==> src/design/rle8_pkg.sv <==
// Shared types and constants of the BMP RLE8 decoder.
// Standalone package, used by every module of the design.
package rle8_pkg;

  // Row register width and its saturation value
  localparam int unsigned RowW = 11;
  localparam logic [RowW-1:0] RowLimit = '1;

  // Configuration register fields and indexes
  localparam int unsigned CfgW = 11;
  localparam int unsigned CfgIdxW = 2;
  localparam logic [CfgIdxW-1:0] RegImageWidth = 2'd0;
  localparam logic [CfgIdxW-1:0] RegImageHeight = 2'd1;
  localparam logic [CfgW-1:0] CfgResetVal = 11'd1024;

  // Escape codes that follow a zero count byte
  localparam logic [7:0] EscEol = 8'd0;
  localparam logic [7:0] EscEob = 8'd1;
  localparam logic [7:0] EscDelta = 8'd2;

  // Output address width
  localparam int unsigned AddrW = 20;

  // Command queue depth
  localparam int unsigned QDepth = 2;
  localparam int unsigned QPtrW = $clog2(QDepth);
  localparam int unsigned QCntW = $clog2(QDepth + 1);

  // Parse phase of the byte stream
  typedef enum logic [2:0] {
    PH_COUNT,
    PH_RUNVAL,
    PH_ESCAPE,
    PH_DELTA_X,
    PH_DELTA_Y,
    PH_ABS,
    PH_PAD,
    PH_DONE
  } phase_e;

  // Work handed from the parser to the executor
  typedef enum logic [1:0] {
    CMD_NOP,
    CMD_RUN,
    CMD_EOL,
    CMD_DELTA
  } cmd_op_e;

  // Executor states
  typedef enum logic [1:0] {
    BK_IDLE,
    BK_PREP,
    BK_CHECK,
    BK_SEG
  } back_state_e;

  // One command: run (count, value), delta (dx, dy), end of line or nothing
  typedef struct packed {
    cmd_op_e    op;
    logic [7:0] count;
    logic [7:0] value;
    logic       done;
  } cmd_t;

  // Queue status seen by both sides
  typedef struct packed {
    logic full;
    logic empty;
  } q_stat_t;

endpackage

==> src/design/rle8_front.sv <==
// Byte parser of the RLE8 decoder: tracks the parse phase, one command per byte.
// Depends on rle8_pkg.
module rle8_front (
  input  logic              clk_i,
  input  logic              rst_ni,
  input  logic              accept_i,
  input  logic [7:0]        data_byte_i,
  output rle8_pkg::cmd_t    cmd_o
);

  rle8_pkg::phase_e phase_q, phase_d;
  logic [7:0] held_q, held_d;
  logic [7:0] dx_q, dx_d;
  logic [7:0] abs_rem_q, abs_rem_d;
  logic       pad_q, pad_d;

  // Next phase and held fields
  always_comb begin
    phase_d   = phase_q;
    held_d    = held_q;
    dx_d      = dx_q;
    abs_rem_d = abs_rem_q;
    pad_d     = pad_q;
    if (accept_i) begin
      unique case (phase_q)
        rle8_pkg::PH_COUNT: begin
          if (data_byte_i != 8'd0) begin
            held_d  = data_byte_i;
            phase_d = rle8_pkg::PH_RUNVAL;
          end else begin
            phase_d = rle8_pkg::PH_ESCAPE;
          end
        end
        rle8_pkg::PH_RUNVAL: begin
          held_d  = 8'd0;
          phase_d = rle8_pkg::PH_COUNT;
        end
        rle8_pkg::PH_ESCAPE: begin
          priority if (data_byte_i == rle8_pkg::EscEol) begin
            phase_d = rle8_pkg::PH_COUNT;
          end else if (data_byte_i == rle8_pkg::EscEob) begin
            phase_d = rle8_pkg::PH_DONE;
          end else if (data_byte_i == rle8_pkg::EscDelta) begin
            phase_d = rle8_pkg::PH_DELTA_X;
          end else begin
            abs_rem_d = data_byte_i;
            pad_d     = data_byte_i[0];
            phase_d   = rle8_pkg::PH_ABS;
          end
        end
        rle8_pkg::PH_DELTA_X: begin
          dx_d    = data_byte_i;
          phase_d = rle8_pkg::PH_DELTA_Y;
        end
        rle8_pkg::PH_DELTA_Y: begin
          phase_d = rle8_pkg::PH_COUNT;
        end
        rle8_pkg::PH_ABS: begin
          if (abs_rem_q != 8'd0) begin
            abs_rem_d = abs_rem_q - 8'd1;
          end
          if (abs_rem_d == 8'd0) begin
            phase_d = pad_q ? rle8_pkg::PH_PAD : rle8_pkg::PH_COUNT;
          end
        end
        rle8_pkg::PH_PAD: begin
          pad_d   = 1'b0;
          phase_d = rle8_pkg::PH_COUNT;
        end
        rle8_pkg::PH_DONE: begin
          phase_d = rle8_pkg::PH_DONE;
        end
        default: begin
          phase_d = rle8_pkg::PH_COUNT;
        end
      endcase
    end
  end

  // Classify the byte into a command
  always_comb begin
    cmd_o.op    = rle8_pkg::CMD_NOP;
    cmd_o.count = 8'd0;
    cmd_o.value = 8'd0;
    cmd_o.done  = (phase_d == rle8_pkg::PH_DONE);
    unique case (phase_q)
      rle8_pkg::PH_RUNVAL: begin
        cmd_o.op    = rle8_pkg::CMD_RUN;
        cmd_o.count = held_q;
        cmd_o.value = data_byte_i;
      end
      rle8_pkg::PH_ESCAPE: begin
        if (data_byte_i == rle8_pkg::EscEol) begin
          cmd_o.op = rle8_pkg::CMD_EOL;
        end
      end
      rle8_pkg::PH_DELTA_Y: begin
        cmd_o.op    = rle8_pkg::CMD_DELTA;
        cmd_o.count = dx_q;
        cmd_o.value = data_byte_i;
      end
      rle8_pkg::PH_ABS: begin
        cmd_o.op    = rle8_pkg::CMD_RUN;
        cmd_o.count = 8'd1;
        cmd_o.value = data_byte_i;
      end
      default: begin
        cmd_o.op = rle8_pkg::CMD_NOP;
      end
    endcase
  end

  // Phase register and held fields
  always_ff @(posedge clk_i or negedge rst_ni) begin
    if (!rst_ni) begin
      phase_q   <= rle8_pkg::PH_COUNT;
      held_q    <= 8'd0;
      dx_q      <= 8'd0;
      abs_rem_q <= 8'd0;
      pad_q     <= 1'b0;
    end else begin
      phase_q   <= phase_d;
      held_q    <= held_d;
      dx_q      <= dx_d;
      abs_rem_q <= abs_rem_d;
      pad_q     <= pad_d;
    end
  end

endmodule

==> src/design/rle8_cmdq.sv <==
// Short command queue between the RLE8 parser and the executor.
// Depends on rle8_pkg.
module rle8_cmdq (
  input  logic               clk_i,
  input  logic               rst_ni,
  input  logic               push_i,
  input  rle8_pkg::cmd_t     cmd_i,
  input  logic               pop_i,
  output rle8_pkg::cmd_t     cmd_o,
  output rle8_pkg::q_stat_t  stat_o
);

  rle8_pkg::cmd_t                  entry_q [rle8_pkg::QDepth];
  logic [rle8_pkg::QPtrW-1:0]      wr_ptr_q;
  logic [rle8_pkg::QPtrW-1:0]      rd_ptr_q;
  logic [rle8_pkg::QCntW-1:0]      cnt_q;
  logic                            do_push;
  logic                            do_pop;

  assign stat_o.full  = (cnt_q == rle8_pkg::QCntW'(rle8_pkg::QDepth));
  assign stat_o.empty = (cnt_q == '0);
  assign do_push      = push_i && !stat_o.full;
  assign do_pop       = pop_i && !stat_o.empty;
  assign cmd_o        = entry_q[rd_ptr_q];

  // Store pushed commands
  always_ff @(posedge clk_i) begin
    if (do_push) begin
      entry_q[wr_ptr_q] <= cmd_i;
    end
  end

  // Advance pointers and fill count
  always_ff @(posedge clk_i or negedge rst_ni) begin
    if (!rst_ni) begin
      wr_ptr_q <= '0;
      rd_ptr_q <= '0;
      cnt_q    <= '0;
    end else begin
      if (do_push) begin
        wr_ptr_q <= wr_ptr_q + 1'b1;
      end
      if (do_pop) begin
        rd_ptr_q <= rd_ptr_q + 1'b1;
      end
      if (do_push && !do_pop) begin
        cnt_q <= cnt_q + 1'b1;
      end else if (do_pop && !do_push) begin
        cnt_q <= cnt_q - 1'b1;
      end
    end
  end

endmodule

==> src/design/rle8_back.sv <==
// Executor of the RLE8 decoder: keeps row and column, splits runs into row
// segments and holds the result register. Depends on rle8_pkg.
module rle8_back #(
  parameter int unsigned WW = 11,
  parameter int unsigned HB = 11
) (
  input  logic                        clk_i,
  input  logic                        rst_ni,
  input  logic [WW-1:0]               w_i,
  input  logic [HB-1:0]               h_i,
  input  logic [rle8_pkg::RowW+WW-1:0] hw_i,
  input  rle8_pkg::cmd_t              cmd_i,
  input  rle8_pkg::q_stat_t           q_stat_i,
  output logic                        pop_o,
  input  logic                        out_stall_i,
  output logic                        out_valid_o,
  output logic                        write_valid_o,
  output logic [rle8_pkg::AddrW-1:0]  write_address_o,
  output logic [7:0]                  segment_length_o,
  output logic [7:0]                  pixel_value_o,
  output logic                        last_o,
  output logic                        image_done_o,
  output logic                        out_of_bounds_o
);

  localparam int unsigned RW = rle8_pkg::RowW;
  localparam int unsigned PW = RW + WW;
  localparam int unsigned CW = (WW > 8) ? WW : 8;
  localparam int unsigned DW = CW + 1;

  rle8_pkg::back_state_e state_q, state_d;

  logic [RW-1:0] row_q;
  logic [WW-1:0] col_q;
  logic [7:0]    n_q;
  logic [7:0]    val_q;
  logic          done_q;
  logic          drop_q;
  logic          emitted_q;
  logic [PW-1:0] prod_q;
  logic [PW-1:0] base_q;

  logic          out_valid_q;
  logic          wv_q;
  logic [rle8_pkg::AddrW-1:0] addr_q;
  logic [7:0]    len_q;
  logic [7:0]    pval_q;
  logic          last_q;
  logic          idone_q;
  logic          oob_q;

  logic          slot_free;
  logic          wrap;
  logic [RW-1:0] row_inc;
  logic [RW-1:0] row0;
  logic [WW-1:0] col0;
  logic [PW-1:0] base0;
  logic [CW-1:0] room;
  logic [7:0]    take;
  logic          in_frame;
  logic          seg_final;
  logic          next_out;
  logic [PW:0]   span_end;
  logic [DW-1:0] col_sum;
  logic [RW:0]   row_sum;
  logic [RW-1:0] row_delta;
  logic [WW-1:0] col_delta;

  // Result strobes
  logic          emit;
  logic          e_wv;
  logic [rle8_pkg::AddrW-1:0] e_addr;
  logic [7:0]    e_len;
  logic [7:0]    e_val;
  logic          e_last;
  logic          e_done;
  logic          e_oob;
  logic          seg_step;

  assign slot_free = !out_valid_q || !out_stall_i;

  // Row wrap at row end and segment size
  always_comb begin
    wrap    = (col_q >= w_i);
    row_inc = (row_q == rle8_pkg::RowLimit) ? row_q : row_q + 1'b1;
    row0    = wrap ? row_inc : row_q;
    col0    = wrap ? '0 : col_q;
    base0   = wrap ? base_q - PW'(w_i) : base_q;
    room    = CW'(w_i) - CW'(col0);
    take    = (room > CW'(n_q)) ? n_q : 8'(room);
    in_frame  = (row0 < RW'(h_i));
    seg_final = (n_q == take);
    next_out  = ((RW+1)'(row0) + 1'b1) >= (RW+1)'(h_i);
    span_end  = (PW+1)'(prod_q) + (PW+1)'(col_q) + (PW+1)'(n_q);
  end

  // Delta move with column and row saturation
  always_comb begin
    col_sum   = DW'(col_q) + DW'(cmd_i.count);
    col_delta = (col_sum > DW'(w_i)) ? w_i : WW'(col_sum);
    row_sum   = (RW+1)'(row_q) + (RW+1)'(cmd_i.value);
    row_delta = (row_sum > (RW+1)'(rle8_pkg::RowLimit)) ? rle8_pkg::RowLimit : RW'(row_sum);
  end

  // Next state
  always_comb begin
    state_d = state_q;
    unique case (state_q)
      rle8_pkg::BK_IDLE: begin
        if (!q_stat_i.empty && cmd_i.op == rle8_pkg::CMD_RUN) begin
          state_d = rle8_pkg::BK_PREP;
        end
      end
      rle8_pkg::BK_PREP: begin
        state_d = rle8_pkg::BK_CHECK;
      end
      rle8_pkg::BK_CHECK: begin
        state_d = rle8_pkg::BK_SEG;
      end
      rle8_pkg::BK_SEG: begin
        if (slot_free && seg_final) begin
          state_d = rle8_pkg::BK_IDLE;
        end
      end
      default: begin
        state_d = rle8_pkg::BK_IDLE;
      end
    endcase
  end

  // Pop and result strobes
  always_comb begin
    pop_o    = 1'b0;
    emit     = 1'b0;
    seg_step = 1'b0;
    e_wv     = 1'b0;
    e_addr   = '0;
    e_len    = 8'd0;
    e_val    = 8'd0;
    e_last   = 1'b1;
    e_done   = 1'b0;
    e_oob    = 1'b0;
    unique case (state_q)
      rle8_pkg::BK_IDLE: begin
        if (!q_stat_i.empty) begin
          if (cmd_i.op == rle8_pkg::CMD_RUN) begin
            pop_o = 1'b1;
          end else if (slot_free) begin
            pop_o  = 1'b1;
            emit   = 1'b1;
            e_done = cmd_i.done;
          end
        end
      end
      rle8_pkg::BK_SEG: begin
        if (slot_free) begin
          seg_step = 1'b1;
          e_oob    = drop_q;
          e_done   = done_q;
          if (in_frame) begin
            emit   = 1'b1;
            e_wv   = 1'b1;
            e_addr = rle8_pkg::AddrW'((PW+1)'(base0) + (PW+1)'(col0));
            e_len  = take;
            e_val  = val_q;
            e_last = seg_final || next_out;
          end else if (seg_final && !emitted_q) begin
            emit = 1'b1;
          end
        end
      end
      default: begin
        pop_o = 1'b0;
      end
    endcase
  end

  // Position, run and executor state
  always_ff @(posedge clk_i or negedge rst_ni) begin
    if (!rst_ni) begin
      state_q   <= rle8_pkg::BK_IDLE;
      row_q     <= '0;
      col_q     <= '0;
      n_q       <= 8'd0;
      emitted_q <= 1'b0;
      drop_q    <= 1'b0;
      done_q    <= 1'b0;
    end else begin
      state_q <= state_d;
      unique case (state_q)
        rle8_pkg::BK_IDLE: begin
          if (pop_o) begin
            unique case (cmd_i.op)
              rle8_pkg::CMD_RUN: begin
                n_q    <= cmd_i.count;
                done_q <= cmd_i.done;
              end
              rle8_pkg::CMD_EOL: begin
                col_q <= '0;
                row_q <= row_inc;
              end
              rle8_pkg::CMD_DELTA: begin
                col_q <= col_delta;
                row_q <= row_delta;
              end
              default: begin
                done_q <= done_q;
              end
            endcase
          end
        end
        rle8_pkg::BK_PREP: begin
          row_q <= row0;
          col_q <= col0;
        end
        rle8_pkg::BK_CHECK: begin
          drop_q    <= (span_end > (PW+1)'(hw_i));
          emitted_q <= 1'b0;
        end
        rle8_pkg::BK_SEG: begin
          if (seg_step) begin
            row_q     <= row0;
            col_q     <= WW'(CW'(col0) + CW'(take));
            n_q       <= n_q - take;
            emitted_q <= emitted_q || in_frame;
          end
        end
        default: begin
          n_q <= n_q;
        end
      endcase
    end
  end

  // Run payload, product and row base
  always_ff @(posedge clk_i) begin
    if (state_q == rle8_pkg::BK_IDLE && pop_o) begin
      val_q <= cmd_i.value;
    end
    if (state_q == rle8_pkg::BK_PREP) begin
      prod_q <= PW'(row0) * PW'(w_i);
    end
    if (state_q == rle8_pkg::BK_CHECK) begin
      base_q <= hw_i - PW'(w_i) - prod_q;
    end else if (seg_step) begin
      base_q <= base0;
    end
  end

  // Result register: load on emit, drop valid once transferred
  always_ff @(posedge clk_i or negedge rst_ni) begin
    if (!rst_ni) begin
      out_valid_q <= 1'b0;
    end else if (emit) begin
      out_valid_q <= 1'b1;
    end else if (!out_stall_i) begin
      out_valid_q <= 1'b0;
    end
  end

  always_ff @(posedge clk_i) begin
    if (emit) begin
      wv_q    <= e_wv;
      addr_q  <= e_addr;
      len_q   <= e_len;
      pval_q  <= e_val;
      last_q  <= e_last;
      idone_q <= e_done;
      oob_q   <= e_oob;
    end
  end

  assign out_valid_o      = out_valid_q;
  assign write_valid_o    = wv_q;
  assign write_address_o  = addr_q;
  assign segment_length_o = len_q;
  assign pixel_value_o    = pval_q;
  assign last_o           = last_q;
  assign image_done_o     = idone_q;
  assign out_of_bounds_o  = oob_q;

endmodule

==> src/design/bmp_rle8_decoder.sv <==
// BMP RLE8 decoder, top level. A byte that writes nothing passes the command queue and
// the result register; a run byte passes the queue, the executor states PREP, CHECK and
// SEG, and the result register, with one SEG step per row segment, rows above the image
// included. The queue takes new bytes while the executor works on a run, until full.
// Reset: parse at count byte, row and column zero, queue empty, width and height 1024.
// Depends on rle8_pkg, rle8_front, rle8_cmdq and rle8_back.
module bmp_rle8_decoder #(
  parameter int unsigned MAX_WIDTH  = 1024,
  parameter int unsigned MAX_HEIGHT = 1024
) (
  input  logic                               clk_i,
  input  logic                               rst_ni,
  input  logic                               in_valid_i,
  output logic                               in_stall_o,
  input  logic [7:0]                         data_byte_i,
  output logic                               out_valid_o,
  input  logic                               out_stall_i,
  output logic                               write_valid_o,
  output logic [rle8_pkg::AddrW-1:0]         write_address_o,
  output logic [7:0]                         segment_length_o,
  output logic [7:0]                         pixel_value_o,
  output logic                               last_o,
  output logic                               image_done_o,
  output logic                               out_of_bounds_o,
  input  logic                               cfg_valid_i,
  output logic                               cfg_ready_o,
  input  logic [rle8_pkg::CfgIdxW-1:0]       cfg_index_i,
  input  logic [rle8_pkg::CfgW-1:0]          cfg_data_i
);

  localparam int unsigned WRaw = $clog2(MAX_WIDTH + 1);
  localparam int unsigned HRaw = $clog2(MAX_HEIGHT + 1);
  localparam int unsigned WW = (WRaw > rle8_pkg::CfgW) ? rle8_pkg::CfgW : WRaw;
  localparam int unsigned HB = (HRaw > rle8_pkg::CfgW) ? rle8_pkg::CfgW : HRaw;
  localparam int unsigned PW = rle8_pkg::RowW + WW;

  logic [rle8_pkg::CfgW-1:0] width_cfg_q;
  logic [rle8_pkg::CfgW-1:0] height_cfg_q;
  logic [WW-1:0]             w_eff;
  logic [HB-1:0]             h_eff;
  logic [PW-1:0]             hw_q;

  logic                      in_accept;
  rle8_pkg::cmd_t            front_cmd;
  rle8_pkg::cmd_t            q_cmd;
  rle8_pkg::q_stat_t         q_stat;
  logic                      q_pop;

  // Configuration writes
  assign cfg_ready_o = 1'b1;

  always_ff @(posedge clk_i or negedge rst_ni) begin
    if (!rst_ni) begin
      width_cfg_q  <= rle8_pkg::CfgResetVal;
      height_cfg_q <= rle8_pkg::CfgResetVal;
    end else if (cfg_valid_i && cfg_ready_o) begin
      if (cfg_index_i == rle8_pkg::RegImageWidth) begin
        width_cfg_q <= cfg_data_i;
      end else if (cfg_index_i == rle8_pkg::RegImageHeight) begin
        height_cfg_q <= cfg_data_i;
      end
    end
  end

  // Clamp width to [8, MAX_WIDTH] and height to [1, MAX_HEIGHT]
  always_comb begin
    priority if (int'(width_cfg_q) > int'(MAX_WIDTH)) begin
      w_eff = WW'(MAX_WIDTH);
    end else if (int'(width_cfg_q) < 8) begin
      w_eff = WW'(8);
    end else begin
      w_eff = WW'(width_cfg_q);
    end
    priority if (int'(height_cfg_q) > int'(MAX_HEIGHT)) begin
      h_eff = HB'(MAX_HEIGHT);
    end else if (height_cfg_q == '0) begin
      h_eff = HB'(1);
    end else begin
      h_eff = HB'(height_cfg_q);
    end
  end

  // Image size in pixels, used by the drop check
  always_ff @(posedge clk_i) begin
    hw_q <= PW'(h_eff) * PW'(w_eff);
  end

  // Byte transfer into the parser while the queue has room
  assign in_stall_o = q_stat.full;
  assign in_accept  = in_valid_i && !in_stall_o;

  rle8_front u_front (
    .clk_i       (clk_i),
    .rst_ni      (rst_ni),
    .accept_i    (in_accept),
    .data_byte_i (data_byte_i),
    .cmd_o       (front_cmd)
  );

  rle8_cmdq u_cmdq (
    .clk_i  (clk_i),
    .rst_ni (rst_ni),
    .push_i (in_accept),
    .cmd_i  (front_cmd),
    .pop_i  (q_pop),
    .cmd_o  (q_cmd),
    .stat_o (q_stat)
  );

  rle8_back #(
    .WW (WW),
    .HB (HB)
  ) u_back (
    .clk_i            (clk_i),
    .rst_ni           (rst_ni),
    .w_i              (w_eff),
    .h_i              (h_eff),
    .hw_i             (hw_q),
    .cmd_i            (q_cmd),
    .q_stat_i         (q_stat),
    .pop_o            (q_pop),
    .out_stall_i      (out_stall_i),
    .out_valid_o      (out_valid_o),
    .write_valid_o    (write_valid_o),
    .write_address_o  (write_address_o),
    .segment_length_o (segment_length_o),
    .pixel_value_o    (pixel_value_o),
    .last_o           (last_o),
    .image_done_o     (image_done_o),
    .out_of_bounds_o  (out_of_bounds_o)
  );

  // A write segment never has zero length
  assert property (@(posedge clk_i) disable iff (!rst_ni)
    out_valid_o && write_valid_o |-> segment_length_o != 8'd0)
    else $error("write segment with zero length");

  // A result without a write always closes its byte
  assert property (@(posedge clk_i) disable iff (!rst_ni)
    out_valid_o && !write_valid_o |-> last_o)
    else $error("non-write result not marked last");

  // No pixel writes once the bitmap has ended
  assert property (@(posedge clk_i) disable iff (!rst_ni)
    out_valid_o && write_valid_o |-> !image_done_o)
    else $error("pixel write after end of bitmap");

  // Queue status is never full and empty at once
  assert property (@(posedge clk_i) disable iff (!rst_ni)
    q_stat.full |-> !q_stat.empty)
    else $error("command queue status inconsistent");

endmodule
==> config.mk <==
export PLATFORM = sky130hd
export DESIGN_NAME = bmp_rle8_decoder
export DESIGN_NICKNAME = d
export VERILOG_FILES = /design/src/design/rle8_pkg.sv /design/src/design/rle8_front.sv /design/src/design/rle8_cmdq.sv /design/src/design/rle8_back.sv /design/src/design/bmp_rle8_decoder.sv
export SDC_FILE = /design/constraint.sdc
export NUM_CORES = 1
export LEC_CHECK = 0
export BUFFER_PORTS_ARGS = -buffer_cell sky130_fd_sc_hd__buf_4
export CAP_MARGIN = 20
export CORE_MARGIN = 5
export CORE_UTILIZATION = 55
export CTS_BUF_LIST = sky130_fd_sc_hd__clkbuf_4
export CTS_CLUSTER_DIAMETER = 150
export CTS_CLUSTER_SIZE = 14
export DETAILED_ROUTE_END_ITERATION = 10
export PLACE_DENSITY = 0.72
export SLEW_MARGIN = 10
export SYNTH_ARGS = -nofsm -noshare
export SYNTH_HDL_FRONTEND = slang
export SYNTH_SLANG_ARGS = --single-unit
==> constraint.sdc <==
create_clock -name clk_i -period 14.2 [get_ports clk_i]
set_clock_uncertainty 0.2 [all_clocks]
set_input_delay 1.42 -clock clk_i [delete_from_list [all_inputs] [get_ports clk_i]]
set_output_delay 1.42 -clock clk_i [all_outputs]
set_load 0.005 [all_outputs]
==> impl_metrics.toml, run 1 <==
[outcome]
run_status = "completed"

[setup_path]
critical_path.n_buffers_inverters = 7
critPathSlowestCell = "sky130_fd_sc_hd__dfstp_2"
crit_path_max_incr_delay_ns = 1.04
worstReg2RegEnd = "u_back.prod_q[20]"
cp_data_required_time_ns = 14.57
arrival_ns = 10.88
crit_type = "flop to flop"
crit_family = "adder cells"
worstSetupStartpointType = "flop"
reg2reg_depth = 29
regToRegStartpoint = "width_cfg_q[10]"
worst-path-max-fanout = 29
reg2reg_setup_slack_ns = 3.69
worstSetupEndpointType = "flop"

[placed_design]
half_perimeter_wire_length_after_detailed_placement_um = 57000
port_buffers = 67
place.gp.congestion = 0.996

[floorplanning]
die_area_mm2 = 0.0507
top_level_ports = 69
dieHeight_um = 225
die-width_um = 225
fp.coreArea_mm2 = 0.0456
effective_utilization_at_floorplan_pct = 55.8
row_count = 78

[clock_tree]
clock-sinks = 240
cts_bufs_inserted = 21
clk_root_buffer_cell = "sky130_fd_sc_hd__clkbuf_4"
cts_tree = "yes"
cts_max_path_buffers = 3
postCtsSetupRepairBufs = 0
clkSlewWorstSetupHoldPaths_ns = 0.17
h_tree_level_count = 1
postCtsHoldBufs = 0
post_cts.resized_instances = 0
clk_latency_ns = 0.76

[flow_run]
max_cap_violations = 0

[sta]
setup_total_negative_slack_ns = 0
maximum_frequency_from_static_timing_analysis_ghz = 0.0951
final-max-slew-violation-count = 0
max_slew_margin_pct = 28.6
setup_viol = 0
post-route-min-period_ns = 10.51
rsz0062_at_grt = "no"
worst_slew_pin_slew_ns = 1.04
timing_hold_violations_final = 0
post-route-period-util_pct = 74.0

[route]
ant_nets = 0
routed_via_density = 6.08
drc_errors = 0
drt_first_iter_violations = 1801
route.detailed.wl_per_inst_um = 20.9
drt_wl_total_um = 71900
drtPass1Iterations = 6
dr_total_vias = 20900

[global_route]
first_global_vias = 20600
grt_max_degree = 50
track_usage_pct = 27.9
grt_antenna_before_repair = 6
grt_overflow = 0
grt_first_pass_wirelength_um = 113000

[final_layout]
mostFrequentLayoutCells = "sky130_fd_sc_hd__inv_1, sky130_fd_sc_hd__nand2_1, sky130_fd_sc_hd__ha_1, sky130_fd_sc_hd__nor2_1, sky130_fd_sc_hd__fa_1"
area_delta_synth_final_pct = 5.83
fraction_of_final_layout_cells_with_drive_strength_greater_than_1_pct = 8.10
finalNetCount = 3347
layout.cells.most_common = "sky130_fd_sc_hd__inv_1"
fillerInstances = 3965

[logic_synthesis]
synth.avg_cell_area_um2 = 9.12
post_synth_inst_count = 2790
synth_fp_nets = 3312
synth_seq_area_share_pct = 25.7
synth_async_sr_flop_share_pct = 37.5
distinct_cells_synth = 85
yosysWarnings = 0
syn-cell-area_mm2 = 0.0255
post_synth_edffs = 128
synth.ff_latch_count = 240
synth_top_flop_cell = "sky130_fd_sc_hd__edfxtp_1"

[hold_path]
hold_end = "u_front.held_q[0]"
holdPathStages = 2
min-delay-path-class = "flop to flop"
hold_start = "u_front.held_q[0]"
## worst max-delay path by stage
stage               slack [ns]                   to  cells after the start             from
CTS                       3.98    u_back.prod_q[20]                     27  width_cfg_q[10]
global route              3.17    u_back.prod_q[20]                     29  width_cfg_q[10]
global placement          4.27    u_back.prod_q[20]                     29  width_cfg_q[10]
detailed placement        4.07    u_back.prod_q[20]                     29  width_cfg_q[10]
finish                    3.69    u_back.prod_q[20]                     29  width_cfg_q[10]
floorplan                 4.14  u_back.image_done_o                     31   width_cfg_q[5]
## cell families (layout without fill, tap and decap cells)
family / count (synthesis) / count (layout) / share of synthesized area (%)
AOI/OAI and AO/OA: 511 / 511 / 13.5
xor gates and xnor gates: 148 / 148 / 5.18
adders and majority gates: 496 / 496 / 29.9
buffers and inverters: 424 / 473 / 6.28
DFF: 240 / 240 / 25.7
muxes: 80 / 80 / 3.42
other: 1 / 2 / 0.0147
and+or+nand+nor: 890 / 890 / 16.0
## cell usage after synthesis, types with 55 or more instances
library cell                 n  area (um2)
sky130_fd_sc_hd__inv_1     324        1220
sky130_fd_sc_hd__nand2_1   317        1190
sky130_fd_sc_hd__ha_1      309        3870
sky130_fd_sc_hd__nor2_1    253         950
sky130_fd_sc_hd__fa_1      187        3740
sky130_fd_sc_hd__edfxtp_1  128        3840
sky130_fd_sc_hd__o21ai_0   105         526
sky130_fd_sc_hd__a21oi_1   103         515
sky130_fd_sc_hd__xnor2_1    95         832
sky130_fd_sc_hd__dfrtp_1    88        2200
sky130_fd_sc_hd__clkbuf_1   77         289
sky130_fd_sc_hd__mux2_2     55         619
## state kept, by name (all words and copies together), names as in the netlist, 2 cells and up
register / flops
u_cmdq.entry_q: 38
u_back.prod_q: 22
u_front.held_q: 8
u_front.abs_rem_q: 8
u_back.n_q: 8
u_back.segment_length_o: 8
width_cfg_q: 11
height_cfg_q: 11
u_front.phase_q: 3
u_back.val_q: 8
u_back.base_q: 20
u_cmdq.cnt_q: 2
u_back.col_q: 11
u_back.row_q: 11
u_back.state_q: 2
u_back.write_address_o: 20
hw_q: 22
u_front.dx_q: 8
u_back.pixel_value_o: 8
## routing by layer
layer | wire, um | up-vias | share of wire [%] | global-route usage (%)
li1 | - | 9684 | - | -
met1 | 30200 | 10200 | 42 | 38.1
met2 | 33600 | 834 | 47 | 45.7
met3 | 5860 | 157 | 8.1 | 5.44
met4 | 2250 | 4 | 3.1 | 8.08
met5 | 34 | - | 0.047 | 0
## worst reg2reg max path: cells and delay by family (launching register included)
family	cells	cell delay [ns]
DFF	1	1.04
AOI/OAI and AO/OA	7	2.39
muxes	1	0.82
buffers and inverters	7	1.44
and+or+nand+nor	7	1.43
adders and majority gates	7	3.03
## stage by stage
stage / util [%] / instances / hold WS, ns / worst slack (ns) / area, um2
final: 59.1 / 3440 / 0.288 / 3.69 / 26900
after global routing: 59.1 / 3440 / 0.324 / 3.17 / 26900
after CTS: 59.1 / 3439 / 0.291 / 3.98 / 26900
after detailed placement: 58.4 / 3402 / 0.261 / 4.07 / 26600
after global placement: 58.4 / 3401 / 0.245 / 4.27 / 26600
after floorplan: - / 2790 / 0.233 / 4.14 / 25500
## layout make-up
class / instances / area [um2] / share of cell area [%]
clock inverters: 3 / 42.5 / 0.158
multi-input cells: 2126 / 17300 / 64.4
diodes: 1 / 2.50 / 0.00929
repair buffers: 99 / 741 / 2.75
well taps: 600 / 751 / 2.79
inverters: 337 / 1260 / 4.70
flip-flops and latches: 240 / 6540 / 24.3
clock buffers: 34 / 255 / 0.948
Power of run 1 is not shown: default switching activity piles up to over one toggle a cycle in this logic, so the estimate is an artifact.
==> run 2: changes to the inputs <==
--- a/config.mk
+++ b/config.mk
@@ -13,7 +13,7 @@
 export CTS_CLUSTER_DIAMETER = 150
 export CTS_CLUSTER_SIZE = 14
 export DETAILED_ROUTE_END_ITERATION = 10
-export PLACE_DENSITY = 0.72
+export PLACE_DENSITY = 0.74
 export SLEW_MARGIN = 10
 export SYNTH_ARGS = -nofsm -noshare
 export SYNTH_HDL_FRONTEND = slang
==> constraint.sdc (replaced) <==
create_clock -name clk_i -period 9.6 [get_ports clk_i]
set_clock_uncertainty 0.2 [all_clocks]
set_input_delay 0.96 -clock clk_i [delete_from_list [all_inputs] [get_ports clk_i]]
set_output_delay 0.96 -clock clk_i [all_outputs]
set_load 0.005 [all_outputs]
==> run 2 against run 1 <==
Count of clock-buffer cells in the layout grew 2. Via count unchanged. Fmax is 17% higher. Core utilization grew 0.37 points. Worst setup slack lost 3.1 ns. Flip-flop and latch count did not move. Final cell count grew 0.61%. Non-clock buffer count increased by 19. Hold slack worse by 0.092 ns. Register-to-register slack got worse by 3.1 ns. Critical path type unchanged. Critical endpoint is now u_back.col_q[9].
==> impl_metrics.toml, run 2 (synthesis results as in run 1) <==
[setup_path]
worst-path-max-fanout = 8
critPathSlowestCell = "sky130_fd_sc_hd__a2111oi_1"
crit_path_max_incr_delay_ns = 0.65
worstSetupStartpointType = "flop"
worstSetupEndpointType = "flop"
regToRegStartpoint = "width_cfg_q[5]"
reg2reg_depth = 35
cp_data_required_time_ns = 10.11
arrival_ns = 9.51
crit_type = "flop to flop"
worstReg2RegEnd = "u_back.col_q[9]"
reg2reg_setup_slack_ns = 0.60
crit_path_frequent_cell = "sky130_fd_sc_hd__ha_1"

[final_layout]
fraction_of_final_layout_cells_with_drive_strength_greater_than_1_pct = 8.85
finalNetCount = 3366
layout.cells.most_common = "sky130_fd_sc_hd__inv_1"
largest_register = "u_cmdq.entry_q"
mostFrequentLayoutCells = "sky130_fd_sc_hd__inv_1, sky130_fd_sc_hd__nand2_1, sky130_fd_sc_hd__ha_1, sky130_fd_sc_hd__nor2_1, sky130_fd_sc_hd__fa_1"
largest_register_ffs = 38
final-instance-count-excl-fill = 3461
largestRegisters = "u_cmdq.entry_q x38, hw_q x22, u_back.prod_q x22"
area_delta_synth_final_pct = 6.50

[floorplanning]
die_area_mm2 = 0.0507
row_count = 78
effective_utilization_at_floorplan_pct = 55.8
dieHeight_um = 225
die-width_um = 225
fp.coreArea_mm2 = 0.0456
top_level_ports = 69

[route]
drc_errors = 0
dr_total_vias = 20900
ant_nets = 0
drt_first_iter_violations = 1906
routed_via_density = 6.04
drtPass1Iterations = 6
drt_wl_total_um = 72100
route.detailed.wl_per_inst_um = 20.8

[global_route]
first_global_vias = 20700
track_usage_pct = 28.0
grt_max_degree = 68
grt_antenna_before_repair = 3
grt_first_pass_wirelength_um = 113000
grt_overflow = 0

[sta]
final-max-slew-violation-count = 0
setup_total_negative_slack_ns = 0
max_slew_margin_pct = 27.1
setup_viol = 0
worst_slew_pin_slew_ns = 1.08
post-route-min-period_ns = 9.00
post-route-period-util_pct = 93.7
rsz0062_at_grt = "no"
maximum_frequency_from_static_timing_analysis_ghz = 0.111
timing_hold_violations_final = 0

[placed_design]
place.gp.congestion = 0.971
port_buffers = 67
placed_cells_incl_taps = 3417
half_perimeter_wire_length_after_detailed_placement_um = 57400

[clock_tree]
clk_root_buffer_cell = "sky130_fd_sc_hd__clkbuf_4"
h_tree_level_count = 1
cts_max_path_buffers = 3
cts_bufs_inserted = 21
postCtsSetupRepairBufs = 0
clock-sinks = 240
clkSlewWorstSetupHoldPaths_ns = 0.18
clk_latency_ns = 0.81
cts_tree = "yes"

[hold_path]
holdPathStages = 3
hold_end = "width_cfg_q[10]"
hold_start = "cfg_data_i[10]"
min-delay-path-class = "primary input to flop"

[flow_run]
max_cap_violations = 0

[outcome]
run_status = "completed"
-- run 2: critical path, delay by kind of cell, from the launching register on --
kind,cells,cell delay [ns]
compound gates,16,4.12
xor+xnor,1,0.10
fa+ha+maj,4,1.16
buf+inv,2,0.17
flops,1,0.42
mux,1,0.47
simple gates,11,2.25
-- run 2: how the worst max path moves through the flow --
stage,slack (ns),to,depth (start not counted),startpoint
6_report,0.60,u_back.col_q[9],35,width_cfg_q[5]
5_1_grt,0.11,u_back.col_q[9],35,width_cfg_q[5]
4_1_cts,0.42,u_back.col_q[9],35,width_cfg_q[5]
3_5_place_dp,0.53,u_back.col_q[9],35,width_cfg_q[5]
3_3_place_gp,0.86,u_back.prod_q[20],26,width_cfg_q[5]
2_1_floorplan,0.49,u_back.image_done_o,31,width_cfg_q[5]
-- run 2: area by class of cell --
cell class,count,area (um2)
Tap cell,600,751
Timing Repair Buffer,118,888
Multi-Input combinational cell,2126,17400
Clock buffer,36,270
Inverter,337,1260
Antenna cell,2,5.00
Fill cell,3967,18500
Clock inverter,2,20.0
Sequential cell,240,6540
-- run 2: metrics by stage --
stage               area, um2  hold WS (ns)  util [%]  worst slack [ns]
floorplan               25500         0.233         -             0.491
global placement        26800         0.253      58.7             0.861
detailed placement      26800         0.252      58.7             0.527
CTS                     27100         0.133      59.4             0.417
global route            27100         0.183      59.5             0.108
finish                  27100         0.195      59.5             0.602
-- run 2: repair_timing --
action,in CTS,in global routing
gates resized for setup,0,5
endpoints found under the setup margin,0,45
endpoints found under the hold margin,23,0
hold buffers,1,0
-- run 2: metal layers --
layer	track usage, %	wire length [um]
met1	38.3	30300
met2	45.5	33200
met3	5.05	5870
met4	9.10	2750
met5	0	12
Power of run 2 is left out for the same reason.
==> run 3: changes to the inputs <==
--- a/config.mk
+++ b/config.mk
@@ -14,6 +14,7 @@
 export CTS_CLUSTER_SIZE = 14
 export DETAILED_ROUTE_END_ITERATION = 10
 export PLACE_DENSITY = 0.74
+export REMOVE_ABC_BUFFERS = 1
 export SLEW_MARGIN = 10
 export SYNTH_ARGS = -nofsm -noshare
 export SYNTH_HDL_FRONTEND = slang
==> run 3 against run 2 <==
Final cell count down 0.12%. Non-clock buffer count down 4. Register-to-register slack worse by 0.097 ns. Largest cell class unchanged. Sequential share of layout area about the same. Hold slack worse by 0.037 ns. Global-route usage up 0.29 points. Worst setup slack worse by 0.097 ns. Die area unchanged. Via count up 0.90%.
==> impl_metrics.toml, run 3 (synthesis results as in run 1) <==
[clock_tree]
clock-sinks = 240
clkSlewWorstSetupHoldPaths_ns = 0.21
clk_latency_ns = 0.84
cts_bufs_inserted = 21
clk_root_buffer_cell = "sky130_fd_sc_hd__clkbuf_4"
postCtsSetupRepairBufs = 0
cts_max_path_buffers = 3
h_tree_level_count = 1
cts_tree = "yes"

[setup_path]
cp_data_required_time_ns = 10.00
worst-path-max-fanout = 15
critical_path.n_buffers_inverters = 6
startpoint = "width_cfg_q[5]"
crit_family = "adder cells"
worstReg2RegEnd = "u_back.prod_q[20]"
crit_type = "flop to flop"
critPathSlowestCell = "sky130_fd_sc_hd__or4b_2"
worstSetupStartpointType = "flop"
crit_cells = 31
crit_path_max_incr_delay_ns = 0.63
reg2reg_setup_slack_ns = 0.51
crit_path_end = "u_back.prod_q[20]"
arrival_ns = 9.49
worstSetupEndpointType = "flop"
regToRegStartpoint = "width_cfg_q[5]"
reg2reg_depth = 31

[final_layout]
largestRegisters = "u_cmdq.entry_q x38, hw_q x22, u_back.prod_q x22"
largest_register = "u_cmdq.entry_q"
finalNetCount = 3362
final-instance-count-excl-fill = 3457
area_delta_synth_final_pct = 6.50
layout.cells.most_common = "sky130_fd_sc_hd__inv_1"
design_area_mm2 = 0.0271
mostFrequentLayoutCells = "sky130_fd_sc_hd__inv_1, sky130_fd_sc_hd__nand2_1, sky130_fd_sc_hd__ha_1, sky130_fd_sc_hd__nor2_1, sky130_fd_sc_hd__fa_1"
fraction_of_final_layout_cells_with_drive_strength_greater_than_1_pct = 8.79
largest_register_ffs = 38

[sta]
max_slew_margin_pct = 16.6
setup_viol = 0
worst_slew_pin_slew_ns = 1.24
post-route-period-util_pct = 94.7
final-max-slew-violation-count = 0
timing_hold_violations_final = 0
post-route-worst-setup-slack_ns = 0.505
post-route-min-period_ns = 9.09
maximum_frequency_from_static_timing_analysis_ghz = 0.110

[floorplanning]
row_count = 78
die-width_um = 225
fp.coreArea_mm2 = 0.0456
effective_utilization_at_floorplan_pct = 55.8
top_level_ports = 69
dieHeight_um = 225
die_area_mm2 = 0.0507

[global_route]
track_usage_pct = 28.3
grt_first_pass_wirelength_um = 114000
first_global_vias = 21300
grt_overflow = 0
grt_max_degree = 75
grt_antenna_before_repair = 2

[hold_path]
min-delay-path-class = "primary input to flop"

[placed_design]
half_perimeter_wire_length_after_detailed_placement_um = 56500
port_buffers = 67
placedInstanceArea_mm2 = 0.0267
place.gp.congestion = 1.00
dpl_worst_slack_ns = 0.330
placed_cells_incl_taps = 3414

[flow_run]
max_cap_violations = 0

[route]
dr_total_vias = 21100
drc_errors = 0
drt_wl_total_um = 72900
drtPass1Iterations = 5
route.detailed.wl_per_inst_um = 21.1
drt_first_iter_violations = 1934
ant_nets = 0
routed_via_density = 6.10

[outcome]
run_status = "completed"
==> run 3: per-stage QoR <==
stage	util [%]	hold WS, ns	setup TNS [ns]
2_1_floorplan	-	0.233	-37.29
3_3_place_gp	58.7	0.254	0
3_5_place_dp	58.7	0.259	0
4_1_cts	59.3	0.116	0
5_1_grt	59.5	0.155	-0.00404
6_report	59.5	0.158	0
==> run 3: how the worst min path moves through the flow <==
stage	slack [ns]	cells past startpoint	endpoint	start
detailed placement	0.26	2	u_front.held_q[0]	u_front.held_q[0]
global placement	0.25	2	u_front.held_q[0]	u_front.held_q[0]
CTS	0.12	2	height_cfg_q[10]	cfg_data_i[10]
global route	0.15	2	height_cfg_q[10]	cfg_data_i[10]
floorplan	0.23	2	u_front.held_q[0]	u_front.held_q[0]
finish	0.16	2	height_cfg_q[10]	cfg_data_i[10]
==> run 3: cell type report <==
class	count	area (um2)
Antenna cell	2	5.00
Fill cell	3925	18500
Sequential cell	240	6540
Inverter	337	1260
Timing Repair Buffer	114	891
Multi-Input combinational cell	2126	17400
Clock inverter	3	18.8
Clock buffer	35	263
Tap cell	600	751
==> run 3: worst register-to-register path: cells and delay by family, from the launching register on <==
family                   cells  cell delay, ns
buffers and inverters        6            0.72
flip-flops                   1            0.43
AND/OR/NAND/NOR              9            1.99
adder cells (fa/ha/maj)      7            3.16
AO/OA/AOI/OAI                9            2.37
==> run 3: routing by layer <==
metal / vias up / part of all wire, % / global-route usage (%)
li1: 9699 / - / -
met5: - / 0 / 0
met1: 10300 / 41 / 37.4
met2: 934 / 47 / 46.9
met4: 0 / 4.8 / 12.4
met3: 185 / 7.5 / 3.82
==> run 3: repair_timing <==
| item | in CTS | in global routing |
|---|---|---|
| hold buffers | 1 | 0 |
| resized for setup | 0 | 10 |
| endpoints found under the setup margin | 0 | 50 |
| endpoints found under the hold margin | 16 | 0 |
Power of run 3 is left out for the same reason.
